$ cat config.mk
export PLATFORM = sky130hd
export DESIGN_NAME = ipv4_exact_match_forwarder_top
export DESIGN_NICKNAME = d
export VERILOG_FILES = /design/src/rtl/core/ipv4_emf_pkg.sv /design/src/rtl/core/ipv4_exact_match_forwarder_top.sv /design/src/rtl/core/ipv4_emf_ctrl.sv /design/src/rtl/core/ipv4_emf_dp.sv
export SDC_FILE = /design/constraint.sdc
export NUM_CORES = 2
export LEC_CHECK = 0
export ABC_AREA = 1
export BUFFER_PORTS_ARGS = -buffer_cell sky130_fd_sc_hd__buf_2
export CAP_MARGIN = 15
export CORE_MARGIN = 5
export CORE_UTILIZATION = 61
export CTS_BUF_LIST = sky130_fd_sc_hd__clkbuf_8
export CTS_CLUSTER_SIZE = 30
export DETAILED_ROUTE_END_ITERATION = 6
export PLACE_DENSITY = 0.84
export SYNTH_ARGS = -nofsm -noshare
export SYNTH_HDL_FRONTEND = slang
export SYNTH_SLANG_ARGS = --single-unit
export TNS_END_PERCENT = 100
$ cat constraint.sdc
create_clock -name clock -period 22.9 [get_ports clock]
set_input_delay 6.87 -clock clock [delete_from_list [all_inputs] [get_ports clock]]
set_output_delay 6.87 -clock clock [all_outputs]
set_load 0.05 [all_outputs]
$ cat src/rtl/core/ipv4_emf_pkg.sv
`timescale 1ns / 1ps

package ipv4_emf_pkg;

   localparam logic OP_WRITE = 1'b0;
   localparam logic OP_FWD   = 1'b1;

   localparam logic [1:0] STATUS_FWD      = 2'd0;
   localparam logic [1:0] STATUS_BAD_CSUM = 2'd1;
   localparam logic [1:0] STATUS_NO_ROUTE = 2'd2;

   typedef struct packed {
      logic        opcode;
      logic [3:0]  entry_index;
      logic [31:0] entry_ip;
      logic [47:0] entry_mac;
      logic        entry_valid;
      logic [47:0] eth_dst;
      logic [47:0] eth_src;
      logic [63:0] ip_word0;
      logic [63:0] ip_word1;
      logic [31:0] ip_dst;
   } req_item_type;

   typedef struct packed {
      logic [1:0]  status;
      logic [3:0]  out_port;
      logic [47:0] new_eth_dst;
      logic [47:0] new_eth_src;
      logic [7:0]  new_ttl;
      logic [15:0] new_checksum;
   } rsp_item_type;

   typedef struct packed {
      logic write;
      logic capture;
      logic sum;
      logic fold;
      logic scan;
      logic load;
   } dp_cmd_type;

   typedef struct packed {
      logic csum_ok;
      logic scan_done;
      logic out_free;
   } dp_status_type;

endpackage

$ cat src/rtl/core/ipv4_exact_match_forwarder_top.sv
`timescale 1ns / 1ps
// Channel   Ports                            Moves
// req       req_valid, req_ready, req_item   route write or packet header item
// rsp       rsp_valid, rsp_ready, rsp_item   forwarding result item, one per packet
//
// A route write is taken while idle and gives no result.
// A packet whose checksum fails skips the table; any other packet reads the table memory
// one slot a cycle, stopping at the first exact match.
// Reset marks every slot unwritten at once, so the table reads as zero with no clearing pass.
// A result waiting in the output register does not block new items; a packet that
// finishes while it still waits is held until rsp_ready takes the earlier one.

module ipv4_exact_match_forwarder_top #(
   parameter int TABLE_ENTRIES = 16
) (
   input  logic                       clock,
   input  logic                       reset,
   input  logic                       req_valid,
   output logic                       req_ready,
   input  ipv4_emf_pkg::req_item_type req_item,
   output logic                       rsp_valid,
   input  logic                       rsp_ready,
   output ipv4_emf_pkg::rsp_item_type rsp_item
);
   import ipv4_emf_pkg::*;

   dp_cmd_type    cmd;
   dp_status_type stat;

   ipv4_emf_ctrl u_ctrl (
      .clock      (clock),
      .reset      (reset),
      .req_valid  (req_valid),
      .req_opcode (req_item.opcode),
      .req_ready  (req_ready),
      .stat       (stat),
      .cmd        (cmd)
   );

   ipv4_emf_dp #(
      .TABLE_ENTRIES (TABLE_ENTRIES)
   ) u_dp (
      .clock     (clock),
      .reset     (reset),
      .req_item  (req_item),
      .cmd       (cmd),
      .stat      (stat),
      .rsp_ready (rsp_ready),
      .rsp_valid (rsp_valid),
      .rsp_item  (rsp_item)
   );

endmodule

$ cat src/rtl/core/ipv4_emf_ctrl.sv
`timescale 1ns / 1ps

module ipv4_emf_ctrl (
   input  logic                       clock,
   input  logic                       reset,
   input  logic                       req_valid,
   input  logic                       req_opcode,
   output logic                       req_ready,
   input  ipv4_emf_pkg::dp_status_type stat,
   output ipv4_emf_pkg::dp_cmd_type    cmd
);
   import ipv4_emf_pkg::*;

   typedef enum logic [4:0] {
      ST_IDLE = 5'b00001,
      ST_SUM  = 5'b00010,
      ST_FOLD = 5'b00100,
      ST_SCAN = 5'b01000,
      ST_DONE = 5'b10000
   } state_type;

   state_type state_ff;
   state_type state_in;

   always_ff @(posedge clock) begin
      if (reset) begin
         state_ff <= ST_IDLE;
      end else begin
         state_ff <= state_in;
      end
   end

   always_comb begin
      state_in  = state_ff;
      cmd       = '0;
      req_ready = 1'b0;
      unique case (state_ff)
         ST_IDLE: begin
            req_ready = 1'b1;
            if (req_valid) begin
               if (req_opcode == OP_FWD) begin
                  cmd.capture = 1'b1;
                  state_in    = ST_SUM;
               end else begin
                  cmd.write = 1'b1;
               end
            end
         end
         ST_SUM: begin
            cmd.sum  = 1'b1;
            state_in = ST_FOLD;
         end
         ST_FOLD: begin
            cmd.fold = 1'b1;
            state_in = stat.csum_ok ? ST_SCAN : ST_DONE;
         end
         ST_SCAN: begin
            cmd.scan = 1'b1;
            if (stat.scan_done) begin
               state_in = ST_DONE;
            end
         end
         ST_DONE: begin
            if (stat.out_free) begin
               cmd.load = 1'b1;
               state_in = ST_IDLE;
            end
         end
         default: begin
            state_in = ST_IDLE;
         end
      endcase
   end

endmodule

$ cat src/rtl/core/ipv4_emf_dp.sv
`timescale 1ns / 1ps

module ipv4_emf_dp #(
   parameter int TABLE_ENTRIES = 16
) (
   input  logic                        clock,
   input  logic                        reset,
   input  ipv4_emf_pkg::req_item_type  req_item,
   input  ipv4_emf_pkg::dp_cmd_type    cmd,
   output ipv4_emf_pkg::dp_status_type stat,
   input  logic                        rsp_ready,
   output logic                        rsp_valid,
   output ipv4_emf_pkg::rsp_item_type  rsp_item
);
   import ipv4_emf_pkg::*;

   localparam int IDX_W = $clog2(TABLE_ENTRIES);
   localparam int CNT_W = IDX_W + 1;
   localparam logic [CNT_W-1:0] LAST_CNT = CNT_W'(TABLE_ENTRIES);

   function automatic logic [19:0] sum10(input logic [63:0] w0, input logic [63:0] w1,
                                         input logic [31:0] dst);
      logic [19:0] s;
      s = 20'(w0[63:48]) + 20'(w0[47:32]) + 20'(w0[31:16]) + 20'(w0[15:0]);
      s = s + 20'(w1[63:48]) + 20'(w1[47:32]) + 20'(w1[31:16]) + 20'(w1[15:0]);
      s = s + 20'(dst[31:16]) + 20'(dst[15:0]);
      return s;
   endfunction

   function automatic logic [15:0] fold16(input logic [19:0] s);
      logic [16:0] f;
      f = {1'b0, s[15:0]} + {13'd0, s[19:16]};
      return f[15:0] + {15'd0, f[16]};
   endfunction

   logic [31:0]              mem_ip_ff  [TABLE_ENTRIES];
   logic [47:0]              mem_mac_ff [TABLE_ENTRIES];
   logic                     mem_vld_ff [TABLE_ENTRIES];
   logic [TABLE_ENTRIES-1:0] written_ff;

   logic             wr_en;
   logic [IDX_W-1:0] wr_addr;
   logic [IDX_W-1:0] rd_addr;
   logic [31:0]      rd_ip_ff;
   logic [47:0]      rd_mac_ff;
   logic             rd_vld_ff;
   logic             rd_written_ff;
   logic [31:0]      e_ip;
   logic [47:0]      e_mac;
   logic             e_vld;

   logic [47:0] pk_eth_dst_ff;
   logic [63:0] pk_w0_ff;
   logic [63:0] pk_w1_ff;
   logic [31:0] pk_dst_ff;
   logic [7:0]  ttl_new;
   logic [63:0] w1_new;
   logic [19:0] sum_a_ff;
   logic [19:0] sum_b_ff;
   logic [7:0]  ttl_ff;
   logic        csum_bad_ff;
   logic [15:0] new_csum_ff;

   logic [CNT_W-1:0] issue_ff;
   logic             issue_go;
   logic             data_vld_ff;
   logic [IDX_W-1:0] data_idx_ff;
   logic             take;
   logic             match_found_ff;
   logic [IDX_W-1:0] match_idx_ff;
   logic [47:0]      match_mac_ff;
   logic             dflt_found_ff;
   logic [IDX_W-1:0] dflt_idx_ff;
   logic [47:0]      dflt_mac_ff;

   rsp_item_type result;
   rsp_item_type rsp_ff;
   logic         rsp_valid_ff;

   assign wr_en   = cmd.write && ({28'd0, req_item.entry_index} < 32'(TABLE_ENTRIES));
   assign wr_addr = IDX_W'(req_item.entry_index);
   assign rd_addr = issue_ff[IDX_W-1:0];

   always_ff @(posedge clock) begin
      if (wr_en) begin
         mem_ip_ff[wr_addr]  <= req_item.entry_ip;
         mem_mac_ff[wr_addr] <= req_item.entry_mac;
         mem_vld_ff[wr_addr] <= req_item.entry_valid;
      end
      rd_ip_ff      <= mem_ip_ff[rd_addr];
      rd_mac_ff     <= mem_mac_ff[rd_addr];
      rd_vld_ff     <= mem_vld_ff[rd_addr];
      rd_written_ff <= written_ff[rd_addr];
   end

   // A slot never written since reset reads as all zero and invalid.
   always_ff @(posedge clock) begin
      if (reset) begin
         written_ff <= '0;
      end else if (wr_en) begin
         written_ff[wr_addr] <= 1'b1;
      end
   end

   assign e_ip  = rd_written_ff ? rd_ip_ff : 32'd0;
   assign e_mac = rd_written_ff ? rd_mac_ff : 48'd0;
   assign e_vld = rd_written_ff & rd_vld_ff;

   assign ttl_new = pk_w1_ff[63:56] - 8'd1;
   assign w1_new  = {ttl_new, pk_w1_ff[55:48], 16'h0000, pk_w1_ff[31:0]};

   always_ff @(posedge clock) begin
      if (cmd.capture) begin
         pk_eth_dst_ff <= req_item.eth_dst;
         pk_w0_ff      <= req_item.ip_word0;
         pk_w1_ff      <= req_item.ip_word1;
         pk_dst_ff     <= req_item.ip_dst;
      end
      if (cmd.sum) begin
         sum_a_ff <= sum10(pk_w0_ff, pk_w1_ff, pk_dst_ff);
         sum_b_ff <= sum10(pk_w0_ff, w1_new, pk_dst_ff);
         ttl_ff   <= ttl_new;
      end
      if (cmd.fold) begin
         csum_bad_ff <= !stat.csum_ok;
         new_csum_ff <= ~fold16(sum_b_ff);
      end
   end

   assign issue_go = cmd.scan && (issue_ff < LAST_CNT) && !match_found_ff;
   assign take     = data_vld_ff && !match_found_ff;

   always_ff @(posedge clock) begin
      if (reset) begin
         issue_ff       <= '0;
         data_vld_ff    <= 1'b0;
         match_found_ff <= 1'b0;
         dflt_found_ff  <= 1'b0;
      end else if (cmd.capture) begin
         issue_ff       <= '0;
         data_vld_ff    <= 1'b0;
         match_found_ff <= 1'b0;
         dflt_found_ff  <= 1'b0;
      end else begin
         if (issue_go) begin
            issue_ff <= issue_ff + CNT_W'(1);
         end
         data_vld_ff <= issue_go;
         if (take && (e_ip == pk_dst_ff)) begin
            match_found_ff <= 1'b1;
         end
         if (take && e_vld) begin
            dflt_found_ff <= 1'b1;
         end
      end
   end

   always_ff @(posedge clock) begin
      data_idx_ff <= rd_addr;
      if (take && (e_ip == pk_dst_ff)) begin
         match_idx_ff <= data_idx_ff;
         match_mac_ff <= e_mac;
      end
      if (take && e_vld) begin
         dflt_idx_ff <= data_idx_ff;
         dflt_mac_ff <= e_mac;
      end
   end

   assign stat.csum_ok   = (fold16(sum_a_ff) == 16'hFFFF);
   assign stat.scan_done = match_found_ff || ((issue_ff == LAST_CNT) && !data_vld_ff);
   assign stat.out_free  = !rsp_valid_ff || rsp_ready;

   always_comb begin
      result = '0;
      if (csum_bad_ff) begin
         result.status = STATUS_BAD_CSUM;
      end else if (match_found_ff || dflt_found_ff) begin
         result.status       = STATUS_FWD;
         result.out_port     = match_found_ff ? 4'(match_idx_ff) : 4'(dflt_idx_ff);
         result.new_eth_dst  = match_found_ff ? match_mac_ff : dflt_mac_ff;
         result.new_eth_src  = pk_eth_dst_ff;
         result.new_ttl      = ttl_ff;
         result.new_checksum = new_csum_ff;
      end else begin
         result.status = STATUS_NO_ROUTE;
      end
   end

   always_ff @(posedge clock) begin
      if (cmd.load) begin
         rsp_ff <= result;
      end
   end

   always_ff @(posedge clock) begin
      if (reset) begin
         rsp_valid_ff <= 1'b0;
      end else if (cmd.load) begin
         rsp_valid_ff <= 1'b1;
      end else if (rsp_ready) begin
         rsp_valid_ff <= 1'b0;
      end
   end

   assign rsp_valid = rsp_valid_ff;
   assign rsp_item  = rsp_ff;

endmodule

==> flow_metrics.py <==
metrics = {
    "status": {
        "status": "finished, violations left",
        "violations": "DRC",
    },
    "sta": {
        "fmax_ghz": 0.105,
        "fin_crit_sh_pct": 41.5,
        "rsz0062_at_grt": "no",
        "setup_violations": 0,
        "hold_viol": 0,
        "drv_slew": 0,
        "fin_crit_ps": 9500,
        "skew_ps": 91.9,
        "tns_ps": 0,
        "slew-limit-headroom_pct": 19.2,
        "tightest_slew_ps": 1210,
    },
    "setup_path": {
        "r2r-start": "u_dp.pk_w0_ff[34]$_DFFE_PP_",
        "slowest_stage": "nor2_4",
        "cpMostUsedCell": "buf_4",
        "cp_max_fo": 42,
        "critPathTopFamily": "simple AND/OR/NAND/NOR gates",
        "crit_type": "in2reg",
        "end_kind": "flip-flop",
        "critPathLaunchType": "input pin",
        "max_stage_delay_ps": 790,
        "crit_required_ps": 23450,
        "cp_num_buf_inv": 4,
        "ff2ff_path_depth": 31,
        "cp.depth": 7,
        "path_cells": "buf_2, inv_1, nor3_2, nand3_1, nor2_4, buf_4, buf_4",
        "cp.arrival_ps": 10050,
        "startpoint": "req_valid",
    },
    "routing": {
        "dr.first_iter.drc_count": 7218,
        "routedWlPerCell_um": 22.9,
        "vias": 51800,
        "first_pass_iters": 7,
        "viasPerCell": 5.98,
        "drc": 4,
        "postRouteAntennaNets": 0,
        "wl_mm": 198,
    },
    "floorplanning": {
        "die_x_um": 370,
        "fp-row-count": 132,
        "boundaryPins": 474,
        "dieHeight_um": 370,
        "initial_utilization_pct": 61.2,
        "die_area_um2": 137000,
        "core_um2": 129000,
    },
    "grt": {
        "grt_pass1_vias": 51300,
        "antenna_found_initial": 51,
        "grt_max_degree": 231,
        "track_usage_pct": 28.3,
        "overflow": 0,
        "grt_pass1_wl_mm": 294,
    },
    "synthesis": {
        "yosys_warnings": 0,
        "synth_nets": 6733,
        "synthCells": 6142,
        "ys.flop_type": "edfxtp_1",
        "yosysUniqueCellTypes": 56,
        "avgSynthCellArea_um2": 12.9,
        "synth_edf_count": 1799,
        "synth-seq-cells": 1915,
        "async_flop_share_pct": 0,
        "syn-cell-area_um2": 79000,
        "synth_seq_area_share_pct": 71.3,
    },
    "placed_design": {
        "numPortBuffers": 425,
        "dp_hpwl_mm": 117,
        "gp_congestion": 0.928,
        "place_inst": 8079,
    },
    "clocking": {
        "cts_hold_buf": 0,
        "cts_max_level": 5,
        "clockBufferDepth": 4,
        "clk_pin_slew_ps": 60,
        "clk_latency_ps": 1050,
        "post_cts_buffers": 0,
        "cts_root_buffer": "clkbuf_8",
        "cts.sinks": 1915,
        "cts_resized": 0,
        "cts_tree": "built",
        "cts_made_buffers": 307,
    },
    "min_path": {
        "hold_depth": 0,
        "worstHoldStart": "u_dp.issue_ff[3]$_SDFFE_PP0P_",
        "hold_path.class": "reg2reg",
    },
    "cells_and_area": {
        "synthToLayoutAreaGrowth_pct": 12.2,
        "fillerInstances": 8330,
        "drive_gt1_share_pct": 14.0,
        "fin_nets": 7237,
        "stdcell_count": 8656,
    },
    "run": {
        "drv_cap": 0,
    },
}
[stage by stage]
step | setup WS, ps | hold slack, ps | area [µm²] | utilization, %
6_report | 13400 | 420 | 88600 | 68.6
2_1_floorplan | 10150 | 329 | 79000 | -
5_1_grt | 13420 | 417 | 88600 | 68.6
3_3_place_gp | 12620 | 410 | 82900 | 64.2
4_1_cts | 13550 | 404 | 88500 | 68.6
3_5_place_dp | 12520 | 413 | 82900 | 64.2
[area by class of cell]
| class | count | area, µm² | area share (%) |
|---|---|---|---|
| Sequential cell | 1915 | 56400 | 63.6 |
| Multi-Input combinational cell | 3345 | 19500 | 22.0 |
| Clock buffer | 338 | 4650 | 5.25 |
| Antenna cell | 41 | 103 | 0.116 |
| Tap cell | 1742 | 2180 | 2.46 |
| Inverter | 587 | 2230 | 2.52 |
| Clock inverter | 198 | 988 | 1.12 |
| Timing Repair Buffer | 490 | 2640 | 2.98 |
[placed cells by master (no fill, tap or decap), types with 6 or more instances in the layout]
cell,netlist,final
fa_1,155,155
nor2_2,9,9
buf_2,7,425
nand3_1,208,208
o21bai_1,7,7
clkinv_1,2,47
buf_4,0,63
nor3_1,20,20
o221ai_1,132,132
o21ai_0,682,682
nand2_1,678,678
inv_1,564,670
nor2_1,865,846
o2111ai_1,6,6
o22ai_1,194,194
bufinv_16,0,6
a21oi_1,75,74
xor2_1,53,53
o21ai_1,8,8
xnor2_1,31,31
ha_1,90,90
edfxtp_1,1799,1799
nand4_1,27,27
nand2_2,9,9
clkbuf_8,0,338
clkinvlp_4,0,11
dfxtp_1,116,111
o211ai_1,35,35
diode_2,0,41
inv_2,20,19
nand3_2,6,6
nor2_4,3,22
clkinv_2,0,25
[metal layers]
layer	vias to the layer above	global-route usage [%]	wire length, µm
li1	22800	-	-
met1	25000	37.2	71300
met2	3507	45.4	95100
met3	490	7.84	24900
met4	12	10.9	6510
met5	-	0	69
[worst register-to-register path, delay by kind of cell, from the launching register on]
kind / cells / cell delay [ps]
buf+inv: 3 / 170
flops: 1 / 380
simple gates: 10 / 970
compound gates: 8 / 2150
xor+xnor: 2 / 480
fa+ha+maj: 8 / 3500
[kinds of logic after synthesis]
kind of cell    after synthesis  synth area share [%]
compound gates             1169                  8.62
xor+xnor                     87                  1.01
fa+ha+maj                   245                  5.35
buf+inv                     882                  4.20
flops                      1915                  71.3
mux                           1                0.0127
simple gates               1843                  9.48
[cells in the mapped netlist, types with 20 or more instances]
| cell type | instances | area, µm² |
|---|---|---|
| nand4_1 | 27 | 169 |
| a21oi_1 | 75 | 375 |
| nor3_1 | 20 | 100 |
| o21ai_0 | 682 | 3410 |
| xor2_1 | 53 | 464 |
| inv_2 | 20 | 75.1 |
| dfxtp_1 | 116 | 2320 |
| clkbuf_1 | 254 | 953 |
| o22ai_1 | 194 | 1210 |
| fa_1 | 155 | 3100 |
| nor2_1 | 865 | 3250 |
| o221ai_1 | 132 | 1160 |
| o211ai_1 | 35 | 263 |
| buf_1 | 34 | 128 |
| inv_1 | 564 | 2120 |
| ha_1 | 90 | 1130 |
| edfxtp_1 | 1799 | 54000 |
| nand3_1 | 208 | 1040 |
| nand2_1 | 678 | 2540 |
| xnor2_1 | 31 | 272 |
[registers in the layout, summed over array words and instances, names as in the netlist, 5 cells and up]
name and flops:
u_dp.mem_vld_ff 16, u_dp.mem_ip_ff 512, u_dp.sum_a_ff 20, u_dp.mem_mac_ff 768, u_dp.issue_ff 5, u_dp.match_mac_ff 48, u_dp.pk_w1_ff 64, u_dp.dflt_mac_ff 48
u_dp.pk_eth_dst_ff 48, u_dp.new_csum_ff 16, u_dp.rd_ip_ff 32, u_dp.pk_dst_ff 32, u_dp.ttl_ff 8, u_dp.pk_w0_ff 64, u_dp.rsp_item 126, u_dp.rd_mac_ff 48
u_ctrl.state_ff 5, u_dp.sum_b_ff 20, u_dp.written_ff 16
[path summary, 6_finish.rpt]
kind / to / slack, ps
worst max-delay path: u_dp.mem_ip_ff[9][23]$_DFFE_PP_ / 13400
worst min-delay path: u_dp.data_idx_ff[3]$_DFF_P_ / 420
worst max register to register: u_dp.sum_a_ff[19]$_DFFE_PP_ / 15040
worst min register to register: u_dp.data_idx_ff[3]$_DFF_P_ / 420
Power is left out: the tool's default activity adds up to more than one toggle a clock period on the data nets, which glitch-free logic cannot reach.
